===== src/hw/rtl/mts_pkg.sv =====
// mts_pkg: shared types, action and register codes, melody rom and duty table
// for the melody tone sequencer. No dependencies.
`default_nettype none

package mts_pkg;

  localparam int DUTY_BITS    = 8;
  localparam int MELODY_COUNT = 10;
  localparam int MAX_NOTES    = 4;

  localparam int ROM_ROWS    = 16;
  localparam int ROM_COLS    = 8;
  localparam int VOL_ENTRIES = 128;
  localparam int PCT_FULL    = 100;
  localparam int DUTY_SAT    = 255;
  localparam int DUTY_MAX    = (1 << DUTY_BITS) - 1;

  // action codes
  localparam logic [1:0] ACT_TICK = 2'd0;
  localparam logic [1:0] ACT_PLAY = 2'd1;
  localparam logic [1:0] ACT_STOP = 2'd2;

  // configuration register indexes
  localparam int         CFG_IDX_W    = 1;
  localparam int         CFG_DATA_W   = 7;
  localparam logic [0:0] REG_SOUND_EN = 1'b0;
  localparam logic [0:0] REG_VOLUME   = 1'b1;

  localparam logic [6:0] VOLUME_RESET = 7'd50;

  typedef logic [9:0] hz_t;
  typedef logic [8:0] ms_t;
  typedef logic [3:0] len_t;
  typedef logic [7:0] duty_t;

  typedef hz_t   hz_row_t [ROM_COLS];
  typedef ms_t   ms_row_t [ROM_COLS];
  typedef duty_t duty_tab_t [VOL_ENTRIES];

  typedef struct packed {
    logic [1:0]  action;
    logic [3:0]  melody_select;
    logic [31:0] now_ms;
  } in_item_t;

  typedef struct packed {
    logic [9:0] tone_hz;
    logic [7:0] pwm_duty;
    logic       is_playing;
  } out_item_t;

  // configuration state seen by the note engine
  typedef struct packed {
    logic  sound_enabled;
    duty_t duty;
    logic  clear;
  } cfg_ctl_t;

  localparam hz_row_t ROM_HZ [ROM_ROWS] = '{
    '{10'd523, 10'd659, 10'd784, 10'd0,   10'd0, 10'd0, 10'd0, 10'd0},
    '{10'd880, 10'd0,   10'd880, 10'd0,   10'd0, 10'd0, 10'd0, 10'd0},
    '{10'd500, 10'd400, 10'd300, 10'd0,   10'd0, 10'd0, 10'd0, 10'd0},
    '{10'd200, 10'd0,   10'd150, 10'd0,   10'd0, 10'd0, 10'd0, 10'd0},
    '{10'd600, 10'd700, 10'd600, 10'd700, 10'd0, 10'd0, 10'd0, 10'd0},
    '{10'd1000, 10'd0,  10'd0,   10'd0,   10'd0, 10'd0, 10'd0, 10'd0},
    '{10'd600, 10'd500, 10'd400, 10'd300, 10'd0, 10'd0, 10'd0, 10'd0},
    '{10'd523, 10'd659, 10'd784, 10'd0,   10'd0, 10'd0, 10'd0, 10'd0},
    '{10'd150, 10'd0,   10'd0,   10'd0,   10'd0, 10'd0, 10'd0, 10'd0},
    '{10'd900, 10'd0,   10'd0,   10'd0,   10'd0, 10'd0, 10'd0, 10'd0},
    '{default: 10'd0},
    '{default: 10'd0},
    '{default: 10'd0},
    '{default: 10'd0},
    '{default: 10'd0},
    '{default: 10'd0}
  };

  localparam ms_row_t ROM_MS [ROM_ROWS] = '{
    '{9'd130, 9'd130, 9'd130, 9'd0,   9'd0, 9'd0, 9'd0, 9'd0},
    '{9'd60,  9'd40,  9'd60,  9'd0,   9'd0, 9'd0, 9'd0, 9'd0},
    '{9'd120, 9'd120, 9'd120, 9'd0,   9'd0, 9'd0, 9'd0, 9'd0},
    '{9'd150, 9'd30,  9'd100, 9'd0,   9'd0, 9'd0, 9'd0, 9'd0},
    '{9'd70,  9'd70,  9'd70,  9'd70,  9'd0, 9'd0, 9'd0, 9'd0},
    '{9'd80,  9'd0,   9'd0,   9'd0,   9'd0, 9'd0, 9'd0, 9'd0},
    '{9'd120, 9'd160, 9'd200, 9'd260, 9'd0, 9'd0, 9'd0, 9'd0},
    '{9'd130, 9'd130, 9'd130, 9'd0,   9'd0, 9'd0, 9'd0, 9'd0},
    '{9'd90,  9'd0,   9'd0,   9'd0,   9'd0, 9'd0, 9'd0, 9'd0},
    '{9'd25,  9'd0,   9'd0,   9'd0,   9'd0, 9'd0, 9'd0, 9'd0},
    '{default: 9'd0},
    '{default: 9'd0},
    '{default: 9'd0},
    '{default: 9'd0},
    '{default: 9'd0},
    '{default: 9'd0}
  };

  localparam len_t ROM_LEN [ROM_ROWS] = '{
    4'd3, 4'd3, 4'd3, 4'd3, 4'd4, 4'd1, 4'd4, 4'd3,
    4'd1, 4'd1, 4'd0, 4'd0, 4'd0, 4'd0, 4'd0, 4'd0
  };

  // note count of a melody, capped at the longest melody the sequencer plays
  function automatic len_t melody_len(input logic [3:0] m);
    len_t n;
    n = ROM_LEN[m];
    if (n > len_t'(MAX_NOTES)) begin
      n = len_t'(MAX_NOTES);
    end
    return n;
  endfunction

  // duty for every volume code, evaluated at elaboration
  function automatic duty_tab_t build_duty_tab();
    duty_tab_t tab;
    int        vs;
    int        d;
    for (int v = 0; v < VOL_ENTRIES; v++) begin
      vs = (v > PCT_FULL) ? PCT_FULL : v;
      d  = DUTY_MAX * vs / PCT_FULL;
      if (d > DUTY_SAT) begin
        d = DUTY_SAT;
      end
      tab[v] = duty_t'(d);
    end
    return tab;
  endfunction

  localparam duty_tab_t DUTY_TAB = build_duty_tab();

endpackage

`default_nettype wire


===== src/hw/rtl/mts_in_if.sv =====
// mts_in_if: input channel (action words) with valid/ready handshake.
// Field widths follow mts_pkg::in_item_t.
`default_nettype none

interface mts_in_if;
  logic        valid;
  logic        ready;
  logic [1:0]  action;
  logic [3:0]  melody_select;
  logic [31:0] now_ms;

  modport source (output valid, output action, output melody_select, output now_ms,
                  input ready);
  modport sink (input valid, input action, input melody_select, input now_ms,
                output ready);
endinterface

`default_nettype wire


===== src/hw/rtl/mts_out_if.sv =====
// mts_out_if: result channel (tone words) with valid/ready handshake.
// Field widths follow mts_pkg::out_item_t.
`default_nettype none

interface mts_out_if;
  logic       valid;
  logic       ready;
  logic [9:0] tone_hz;
  logic [7:0] pwm_duty;
  logic       is_playing;

  modport source (output valid, output tone_hz, output pwm_duty, output is_playing,
                  input ready);
  modport sink (input valid, input tone_hz, input pwm_duty, input is_playing,
                output ready);
endinterface

`default_nettype wire


===== src/hw/rtl/mts_cfg_regs.sv =====
// mts_cfg_regs: sound enable and volume registers; volume is turned into a
// pwm duty at write time through mts_pkg::DUTY_TAB.
`default_nettype none

module mts_cfg_regs (
  input  wire logic                           clk,
  input  wire logic                           rst_n,
  input  wire logic                           cfg_we,
  input  wire logic [mts_pkg::CFG_IDX_W-1:0]  cfg_index,
  input  wire logic [mts_pkg::CFG_DATA_W-1:0] cfg_wdata,
  output mts_pkg::cfg_ctl_t                   ctl
);

  logic          en_r;
  logic          en_nxt;
  mts_pkg::duty_t duty_r;
  mts_pkg::duty_t duty_nxt;

  always_comb begin
    en_nxt   = en_r;
    duty_nxt = duty_r;
    if (cfg_we) begin
      case (cfg_index)
        mts_pkg::REG_SOUND_EN: en_nxt   = cfg_wdata[0];
        mts_pkg::REG_VOLUME:   duty_nxt = mts_pkg::DUTY_TAB[cfg_wdata];
        default: ;
      endcase
    end
  end

  always_ff @(posedge clk) begin
    if (!rst_n) begin
      en_r   <= 1'b1;
      duty_r <= mts_pkg::DUTY_TAB[mts_pkg::VOLUME_RESET];
    end else begin
      en_r   <= en_nxt;
      duty_r <= duty_nxt;
    end
  end

  // disabling sound also stops whatever is playing
  assign ctl.sound_enabled = en_r;
  assign ctl.duty          = duty_r;
  assign ctl.clear         = cfg_we && (cfg_index == mts_pkg::REG_SOUND_EN) && !cfg_wdata[0];

endmodule

`default_nettype wire


===== src/hw/rtl/mts_note_engine.sv =====
// mts_note_engine: sequencer state (melody, note position, note start time)
// and the next-state and result logic for one word. Uses mts_pkg.
`default_nettype none

module mts_note_engine (
  input  wire logic                clk,
  input  wire logic                rst_n,
  input  wire logic                step,
  input  wire mts_pkg::in_item_t   item,
  input  wire mts_pkg::cfg_ctl_t   cfg,
  output mts_pkg::out_item_t       res
);

  logic        playing_r,  playing_nxt;
  logic [3:0]  melody_r,   melody_nxt;
  logic [2:0]  pos_r,      pos_nxt;
  logic [31:0] start_r,    start_nxt;
  logic        sounding_r, sounding_nxt;

  logic [31:0]       elapsed;
  mts_pkg::ms_t      cur_ms;
  logic [2:0]        pos_inc;
  mts_pkg::len_t     cur_len;
  mts_pkg::len_t     sel_len;
  logic              sel_valid;
  mts_pkg::hz_t      hz;

  assign elapsed   = item.now_ms - start_r;
  assign cur_ms    = mts_pkg::ROM_MS[melody_r][pos_r];
  assign pos_inc   = pos_r + 3'd1;
  assign cur_len   = mts_pkg::melody_len(melody_r);
  assign sel_len   = mts_pkg::melody_len(item.melody_select);
  assign sel_valid = {1'b0, item.melody_select} < 5'(mts_pkg::MELODY_COUNT);

  always_comb begin
    playing_nxt  = playing_r;
    melody_nxt   = melody_r;
    pos_nxt      = pos_r;
    start_nxt    = start_r;
    sounding_nxt = sounding_r;
    case (item.action)
      mts_pkg::ACT_TICK: begin
        if (playing_r && (elapsed >= {23'd0, cur_ms})) begin
          // position wraps at eight notes, which also ends the melody
          if ((pos_inc == 3'd0) || ({1'b0, pos_inc} >= cur_len)) begin
            playing_nxt  = 1'b0;
            melody_nxt   = 4'd0;
            pos_nxt      = 3'd0;
            sounding_nxt = 1'b0;
          end else begin
            pos_nxt      = pos_inc;
            sounding_nxt = 1'b1;
            start_nxt    = item.now_ms;
          end
        end
      end
      mts_pkg::ACT_PLAY: begin
        if (cfg.sound_enabled) begin
          sounding_nxt = 1'b0;
          if (sel_valid) begin
            melody_nxt = item.melody_select;
            pos_nxt    = 3'd0;
            if (sel_len == 4'd0) begin
              playing_nxt = 1'b0;
            end else begin
              playing_nxt  = 1'b1;
              sounding_nxt = 1'b1;
              start_nxt    = item.now_ms;
            end
          end
        end
      end
      mts_pkg::ACT_STOP: begin
        playing_nxt  = 1'b0;
        melody_nxt   = 4'd0;
        pos_nxt      = 3'd0;
        sounding_nxt = 1'b0;
      end
      default: ;
    endcase
  end

  always_ff @(posedge clk) begin
    if (!rst_n) begin
      playing_r  <= 1'b0;
      melody_r   <= 4'd0;
      pos_r      <= 3'd0;
      start_r    <= 32'd0;
      sounding_r <= 1'b0;
    end else if (cfg.clear) begin
      playing_r  <= 1'b0;
      melody_r   <= 4'd0;
      pos_r      <= 3'd0;
      sounding_r <= 1'b0;
    end else if (step) begin
      playing_r  <= playing_nxt;
      melody_r   <= melody_nxt;
      pos_r      <= pos_nxt;
      start_r    <= start_nxt;
      sounding_r <= sounding_nxt;
    end
  end

  // result reflects the state after this word
  assign hz = (playing_nxt && sounding_nxt) ? mts_pkg::ROM_HZ[melody_nxt][pos_nxt] : 10'd0;

  assign res.tone_hz    = hz;
  assign res.pwm_duty   = (hz != 10'd0) ? cfg.duty : 8'd0;
  assign res.is_playing = playing_nxt;

endmodule

`default_nettype wire


===== src/hw/rtl/melody_tone_sequencer_core.sv =====
// melody_tone_sequencer_core: input register, note engine and result register.
// A word accepted into the input register passes through the note engine into the result
// register once that register is free. Throughput: one word per cycle while the result side is not stalled.
// Reset (rst_n low, synchronous): both stages empty, melody stopped,
// sound enabled, volume 50 percent.
`default_nettype none

module melody_tone_sequencer_core (
  input  wire logic                           clk,
  input  wire logic                           rst_n,
  mts_in_if.sink                              in_if,
  mts_out_if.source                           out_if,
  input  wire logic                           cfg_we,
  input  wire logic [mts_pkg::CFG_IDX_W-1:0]  cfg_index,
  input  wire logic [mts_pkg::CFG_DATA_W-1:0] cfg_wdata
);

  mts_pkg::cfg_ctl_t  cfg;
  mts_pkg::in_item_t  s1_r;
  logic               s1_v_r;
  mts_pkg::out_item_t res;
  mts_pkg::out_item_t out_r;
  logic               out_v_r;
  logic               out_free;
  logic               s1_fire;
  logic               in_fire;

  mts_cfg_regs u_cfg (
    .clk       (clk),
    .rst_n     (rst_n),
    .cfg_we    (cfg_we),
    .cfg_index (cfg_index),
    .cfg_wdata (cfg_wdata),
    .ctl       (cfg)
  );

  assign out_free    = !out_v_r || out_if.ready;
  assign s1_fire     = s1_v_r && out_free;
  assign in_if.ready = !s1_v_r || s1_fire;
  assign in_fire     = in_if.valid && in_if.ready;

  always_ff @(posedge clk) begin
    if (!rst_n) begin
      s1_v_r <= 1'b0;
    end else if (in_if.ready) begin
      s1_v_r <= in_if.valid;
    end
  end

  always_ff @(posedge clk) begin
    if (in_fire) begin
      s1_r.action        <= in_if.action;
      s1_r.melody_select <= in_if.melody_select;
      s1_r.now_ms        <= in_if.now_ms;
    end
  end

  mts_note_engine u_engine (
    .clk   (clk),
    .rst_n (rst_n),
    .step  (s1_fire),
    .item  (s1_r),
    .cfg   (cfg),
    .res   (res)
  );

  always_ff @(posedge clk) begin
    if (!rst_n) begin
      out_v_r <= 1'b0;
    end else if (out_free) begin
      out_v_r <= s1_v_r;
    end
  end

  always_ff @(posedge clk) begin
    if (s1_fire) begin
      out_r <= res;
    end
  end

  assign out_if.valid      = out_v_r;
  assign out_if.tone_hz    = out_r.tone_hz;
  assign out_if.pwm_duty   = out_r.pwm_duty;
  assign out_if.is_playing = out_r.is_playing;

  // an empty result register never holds back the input side
  a_ready_when_free: assert property (@(posedge clk) disable iff (!rst_n)
    !out_v_r |-> in_if.ready)
    else $error("input stalled with empty result register");

  // a stop word always yields a silent, stopped result
  a_stop_silences: assert property (@(posedge clk) disable iff (!rst_n)
    (s1_fire && (s1_r.action == mts_pkg::ACT_STOP))
      |=> (out_v_r && !out_r.is_playing && (out_r.tone_hz == 10'd0)))
    else $error("stop word left the melody running");

  // an enabled play of a valid melody starts it exactly when it has notes
  a_play_starts: assert property (@(posedge clk) disable iff (!rst_n)
    (s1_fire && (s1_r.action == mts_pkg::ACT_PLAY) && cfg.sound_enabled && !cfg.clear
      && ({1'b0, s1_r.melody_select} < 5'(mts_pkg::MELODY_COUNT)))
      |=> (out_r.is_playing == (mts_pkg::melody_len($past(s1_r.melody_select)) != 4'd0)))
    else $error("play word did not start the selected melody");

endmodule

`default_nettype wire


===== src/flat_wrapper.sv =====
// flat-port wrapper written by rule: the top's interface ports become plain ports
module melody_tone_sequencer_core_flat 
  (clk, rst_n, cfg_we, cfg_index, cfg_wdata, in_if_valid, in_if_action, in_if_melody_select, in_if_now_ms, in_if_ready, out_if_valid, out_if_tone_hz, out_if_pwm_duty, out_if_is_playing, out_if_ready);
  mts_in_if in_if_i ();
  mts_out_if out_if_i ();
  input  wire logic clk;
  input  wire logic rst_n;
  input  wire logic cfg_we;
  input  wire logic [mts_pkg::CFG_IDX_W-1:0] cfg_index;
  input  wire logic [mts_pkg::CFG_DATA_W-1:0] cfg_wdata;
  input wire logic [$bits(in_if_i.valid)-1:0] in_if_valid;
  input wire logic [$bits(in_if_i.action)-1:0] in_if_action;
  input wire logic [$bits(in_if_i.melody_select)-1:0] in_if_melody_select;
  input wire logic [$bits(in_if_i.now_ms)-1:0] in_if_now_ms;
  output wire logic [$bits(in_if_i.ready)-1:0] in_if_ready;
  output wire logic [$bits(out_if_i.valid)-1:0] out_if_valid;
  output wire logic [$bits(out_if_i.tone_hz)-1:0] out_if_tone_hz;
  output wire logic [$bits(out_if_i.pwm_duty)-1:0] out_if_pwm_duty;
  output wire logic [$bits(out_if_i.is_playing)-1:0] out_if_is_playing;
  input wire logic [$bits(out_if_i.ready)-1:0] out_if_ready;
  assign in_if_i.valid = in_if_valid;
  assign in_if_i.action = in_if_action;
  assign in_if_i.melody_select = in_if_melody_select;
  assign in_if_i.now_ms = in_if_now_ms;
  assign in_if_ready = in_if_i.ready;
  assign out_if_valid = out_if_i.valid;
  assign out_if_tone_hz = out_if_i.tone_hz;
  assign out_if_pwm_duty = out_if_i.pwm_duty;
  assign out_if_is_playing = out_if_i.is_playing;
  assign out_if_i.ready = out_if_ready;
  melody_tone_sequencer_core u_core (.clk(clk), .rst_n(rst_n), .in_if(in_if_i), .out_if(out_if_i), .cfg_we(cfg_we), .cfg_index(cfg_index), .cfg_wdata(cfg_wdata));
endmodule

===== config.mk =====
export PLATFORM = sky130hd
export DESIGN_NAME = melody_tone_sequencer_core_flat
export DESIGN_NICKNAME = d
export VERILOG_FILES = /design/src/hw/rtl/mts_pkg.sv /design/src/hw/rtl/mts_in_if.sv /design/src/hw/rtl/mts_out_if.sv /design/src/hw/rtl/mts_cfg_regs.sv /design/src/hw/rtl/mts_note_engine.sv /design/src/hw/rtl/melody_tone_sequencer_core.sv /design/src/flat_wrapper.sv
export SDC_FILE = /design/constraint.sdc
export NUM_CORES = 1
export LEC_CHECK = 0
export ABC_AREA = 1
export BUFFER_PORTS_ARGS = -buffer_cell sky130_fd_sc_hd__buf_2
export CAP_MARGIN = 25
export CORE_AREA = 2 2 129 131
export CTS_BUF_LIST = sky130_fd_sc_hd__clkbuf_4 sky130_fd_sc_hd__clkbuf_8
export CTS_CLUSTER_DIAMETER = 40
export DETAILED_ROUTE_END_ITERATION = 16
export DIE_AREA = 0 0 131 133
export PLACE_DENSITY_LB_ADDON = 0.08
export SLEW_MARGIN = 10
export SYNTH_ARGS = -nofsm -noshare
export SYNTH_HDL_FRONTEND = slang
export SYNTH_SLANG_ARGS = --single-unit

===== constraint.sdc =====
create_clock -name clk -period 4.4 [get_ports clk]
set_input_delay 0.22 -clock clk [delete_from_list [all_inputs] [get_ports clk]]
set_output_delay 0.22 -clock clk [all_outputs]
set_load 0.02 [all_outputs]

* Yosys cells after proc, flatten, opt, wreduce, memory -nomap -nowiden
Memories as Yosys holds them, arrays and structs flattened. A register that Yosys moved wholly into a read port is not among the register bits. Index checks and enable logic that the tools add are counted.
Word-level totals: flip-flop bits (word level) 101, ROM bits 3584, input port bits 51, logic and storage cells 113, memories kept 5
Operators by class: add/sub/neg operators 2, magnitude comparators 10, eq/ne operators 7, mux-type cells 44, bitwise operators 9, reduce and logical (&&, ||, !) cells 22
Memory list:
- (name not given) | depth 16, width 80, rd ports 1, clocked after Yosys merged registers in 0, wr ports 0, RTL line mts_note_engine.sv:105 | assign hz = (playing_nxt && sounding_nxt) ? mts_pkg::ROM_HZ[melody_nxt][pos_nxt] : 10'd0;
- (name not given) | depth 16, width 72, rd ports 1, clocked after Yosys merged registers in 0, wr ports 0, RTL line mts_note_engine.sv:29 | assign cur_ms = mts_pkg::ROM_MS[melody_r][pos_r];
- (name not given) | depth 128, width 8, rd ports 1, clocked after Yosys merged registers in 1, wr ports 0, RTL line mts_cfg_regs.sv:25 | mts_pkg::REG_VOLUME: duty_nxt = mts_pkg::DUTY_TAB[cfg_wdata];
- (name not given) | depth 16, width 4, rd ports 1, clocked after Yosys merged registers in 0, wr ports 0, RTL line mts_pkg.sv:105 | n = ROM_LEN[m];
- (name not given) | depth 16, width 4, rd ports 1, clocked after Yosys merged registers in 0, wr ports 0, RTL line mts_pkg.sv:105
Operator list (count):
- 32-bit 2-to-1 mux | 5
- 80-bit 2-to-1 mux | 2
- 72-bit 2-to-1 mux | 2
- 32-bit case mux with 2 select lines | 1
- 4-bit 2-to-1 mux | 10
- 32-bit by 9-bit >= comparator with 1-bit output | 1
- 32-bit subtractor | 1
- 10-bit binary-select mux with 3-bit select | 1
- 10-bit 2-to-1 mux | 3
- 9-bit binary-select mux with 3-bit select | 1
- 9-bit 2-to-1 mux | 2
- 5-bit >= comparator, second input constant | 3
- 4-bit NOT with 5-bit output | 3
- 3-bit 2-to-1 mux | 4
- 4-bit case mux with 3 select lines | 1
- 10-bit nonzero test | 1
- 1-bit 2-to-1 mux | 9
- 3-bit case mux with 3 select lines | 1
- 4-bit >= comparator, second input constant | 2
- 4-bit by 3-bit greater-than comparator with 1-bit output, second input constant | 2
- 2-bit != test, second input constant | 4
- 3-bit NOT with 4-bit output | 2
- 7-bit NOT with 8-bit output | 1
- 8-bit AND reduction | 1
- other kinds (17) | 31

* Longest topological paths before layout
depth after elaboration 20, depth in mapped cells 41, gate-level depth less buffers 40

* By module
From an unflattened synthesis, not the netlist that was laid out.
Unflattened totals: cell total of the unflattened synthesis 1437, area total of the unflattened synthesis 9145.0 µm²
Modules (own cells, without submodules):
- mts_note_engine | times used 1, cells each 1113, area each 5977.0 µm², sequential area each 820.8 µm²
- melody_tone_sequencer_core | times used 1, cells each 70, area each 1806.7 µm², sequential area each 1751.7 µm²
- mts_cfg_regs | times used 1, cells each 254, area each 1361.3 µm², sequential area each 180.2 µm²

* Worst setup path after synthesis
No wires, ideal clock.
kind register -> register, start reg u_core.s1_r[0] in the netlist's numbering, end reg u_core.out_r, in the netlist u_core.out_if.pwm_duty[0] (data pin), arrival 4083 ps, required time 4145 ps, path slack 62 ps, cell stages (with the launch flop) 41, buffers on the path 0, cell sequence edfxtp_1 -> inv_1 -> ha_1 -> inv_1 -> fa_1 -> nand2_1 -> nand2_1 -> nand3_1 -> nand2_1 -> xor2_1 -> ha_1 -> nand2_1 -> inv_1 -> nand2_1 -> nand2_1 -> nor2_1 -> nand2_1 -> nand2_1 -> [... 5 more ...] -> nor2_4 -> nand2_4 -> nand3_4 -> nand2_1 -> nand3_4 -> inv_2 -> ha_1 -> nor2_1 -> nor2_1 -> nand2_1 -> nand2_1 -> nand2_1 -> nand2_1 -> nor2_2 -> nor2_2 -> nand3_2 -> nor2_8 -> nor2_2
RTL lines:
- from (decl) | RTL line melody_tone_sequencer_core.sv:19 | mts_pkg::in_item_t s1_r;
- to (signal assigned) | RTL line melody_tone_sequencer_core.sv:77 | out_r <= res;
- to (decl) | RTL line melody_tone_sequencer_core.sv:22 | mts_pkg::out_item_t out_r;

==> flow_metrics.tcl <==
set metrics [dict create \
    status "finished, violations left" \
    violations "negative setup slack" \
    crit_path_start_kind "flop" \
    power.density_mw_per_mm2 263.6 \
    crit_required_ns 4.56 \
    cts_tree "done" \
    setup_tns_ns -0.4190 \
    maxCapViolCount 0 \
    clock_latency_ns 0.40 \
    period_minus_slack_ns 4.459 \
    critical_path_arrival_ns 4.62 \
    setup_viol 8 \
    yosys_warnings 0 \
    start_util_pct 55.69 \
    timing.final.crit_share_pct 101.3 \
    cpPeakStageDelay_ns 0.39 \
    synth_seq_cells 109 \
    crit_path_end_kind "flop" \
    vias 8923 \
    cp_num_buf_inv 5 \
    worst_pin_slew_ns 0.8435 \
    vias_per_cell 5.061 \
    seq_area_frac_synth_pct 30.56 \
    synth_top_area_share_pct 19.01 \
    grt_pass1_vias 8075 \
    report.final.slew_viol_count 0 \
    drc 0 \
    grt_max_degree 42 \
    layout_setup_ws_ns -0.05933 \
    synthArstFlopShare_pct 0 \
    dr.first_iter.drc_count 669 \
    coreArea_mm2 0.01617 \
    ant_nets 0 \
    netlist_instances 1373 \
    routed-wl-met3_mm 1.222 \
    grt_overflow 0 \
    track_usage_pct 27.10 \
    synth.distinct_cells 54 \
    synth_edf_count 57 \
    synthTopCellsByArea "edfxtp_1, nand2_1, dfxtp_1" \
    drive_gt1_share_pct 16.54 \
    io_buffers 71 \
    numCtsBuffers 9 \
    crit_family "simple AND/OR/NAND/NOR gates" \
    area_growth_pct 20.32 \
    post_drt_wl_per_cell_um 13.12 \
    p_leak_nw 5.568 \
    critical_path_class "reg2reg" \
    die_h_um 133 \
    syn_nets 1490 \
    grt_pass1_wl_mm 38.33 \
    reg2reg_from "u_core.s1_r[0]" \
    dp_cells 1689 \
    finClkSkew_ns 0.01708 \
    crit_path_start "u_core.s1_r[0]" \
    root_buffer "clkbuf_8" \
    antenna_found_initial 0 \
    htree_num_levels 3 \
    yosys.cell_count.top_type "nand2_1" \
    dpl.hpwl_mm 17.71 \
    routed.top_layer "met4" \
    wl_met2_mm 10.52 \
    dieArea_mm2 0.01742 \
    holdCritStartpoint "in_if_now_ms[31]" \
    max_freq_mhz 224.2 \
    avgSynthCellArea_um2 6.559 \
    wirelength_mm 23.13 \
    clk_pin_slew_ns 0.10 \
    synth_common_cells "nand2_1, inv_1, nor2_1" \
    place_congestion 0.9406 \
    drtPass1Iterations 6 \
    syn_area_mm2 0.009006 \
    ios 72 \
    cp_max_fo 8 \
    max_slew_margin_pct 43.71 \
    die_x_um 131 \
    cp_slowest_cell "edfxtp_1" \
    final_hold_viol_count 0 \
    path_common_cell "nand2_1" \
    cts.path.max_buffers 2 \
    ys.flop_type "edfxtp_1" \
    stdcell_count 1763 \
    synth_area_leader_cell "edfxtp_1" \
    rows 47 \
    irDropWorstVdd_uv 232.7 \
    clock_sinks 109 \
    final_nets 1654 \
    holdCritPathClass "in2reg" \
    rsz0062_at_grt "yes" \
    wl_met1_mm 11.07 \
]
registers in the layout, summed over array words and instances, names as in the netlist:
register and flops:
u_core.out_if.is_playing 1, u_core.out_if.pwm_duty 8, u_core.out_if.tone_hz 10, u_core.out_if.valid 1
u_core.s1_r 38, u_core.s1_v_r 1, u_core.u_cfg.duty_r 8, u_core.u_cfg.en_r 1
u_core.u_engine.melody_r 4, u_core.u_engine.playing_r 1, u_core.u_engine.pos_r 3, u_core.u_engine.sounding_r 1
u_core.u_engine.start_r 32
power by group:
group | internal (mW) | switching [mW] | total [mW]
Combinational | 0.417 | 0.654 | 1.07
Sequential | 1.14 | 0.0305 | 1.17
Clock | 0.237 | 0.380 | 0.617
placed cells by master, fill, tap and decap left out, drive strengths merged, types with 2 or more instances in the layout:
cell type,count
a21o,2
dfxtp,52
o31ai,3
xor2,8
and3,3
o2111ai,3
or2,4
a211oi,4
edfxtp,57
and2,2
buf,148
nand2,390
clkinv,9
inv,258
nand4,9
o22ai,5
dlygate4sd3,37
ha,65
xnor2,3
clkbuf,10
nor3,7
a31oi,4
o21ai,98
nand3,83
o311ai,4
a21oi,96
nor2,150
o211ai,11
o21a,3
nand3b,5
final timing paths:
| check | slack (ns) | cells past startpoint | endpoint |
|---|---|---|---|
| setup reg to reg | -0.06 | 38 | u_core.out_if.pwm_duty[4] |
| hold reg to reg | 0.47 | 2 | u_core.u_engine.start_r[24] |
| setup / recovery | -0.06 | 38 | u_core.out_if.pwm_duty[4] |
| hold / removal | 0.05 | 1 | u_core.s1_r[31] |
final cells by class:
type | instances | area [µm²]
timing repair buffer | 185 | 1335
antenna | 1 | 2.502
sequential | 109 | 2753
multi-input combinational | 971 | 5284
inverter | 261 | 984.7
tap | 220 | 275.3
clock buffer | 10 | 137.6
fill | 1454 | 5335
clock inverter | 6 | 65.06
stage by stage:
| stage | worst slack (ns) | hold WS (ns) | total power, mW | util [%] | area [µm²] |
|---|---|---|---|---|---|
| 2_1_floorplan | 0.06160 | 0.3189 | 1.891 | - | 9006 |
| 3_3_place_gp | -0.09426 | 0.3960 | 2.152 | 61.38 | 9926 |
| 3_5_place_dp | -0.1961 | 0.3985 | 2.160 | 61.38 | 9926 |
| 4_1_cts | -0.1379 | 0.003888 | 2.828 | 65.69 | 10620 |
| 5_1_grt | -0.4612 | 0.02949 | 3.058 | 66.99 | 10830 |
| 6_report | -0.05933 | 0.04559 | 2.856 | 67.01 | 10840 |
repair_timing:
item,in CTS,in global routing
buffers inserted,9,11
hold endpoints to repair,36,1
resized for setup,17,30
pin swaps,23,35
setup endpoints to repair,8,25
hold buffers,36,1
per-layer routing:
layer	track usage (%)	vias up
met5	0	-
met1	39.11	3917
met4	6.442	0
met3	4.044	28
li1	-	4727
met2	42.69	251
cell families (layout without fill, tap and decap cells):
kind of cell             Yosys count  count (layout)  synth area share (%)
XOR/XNOR                          11              11                 1.070
other                              0               1                     0
flip-flops                       109             109                 30.56
AND/OR/NAND/NOR                  653             653                 31.55
buffers and inverters            293             462                 12.59
adder cells (fa/ha/maj)           66              66                 9.253
AO/OA/AOI/OAI                    241             241                 14.98
(Power assumes the default switching activity.)
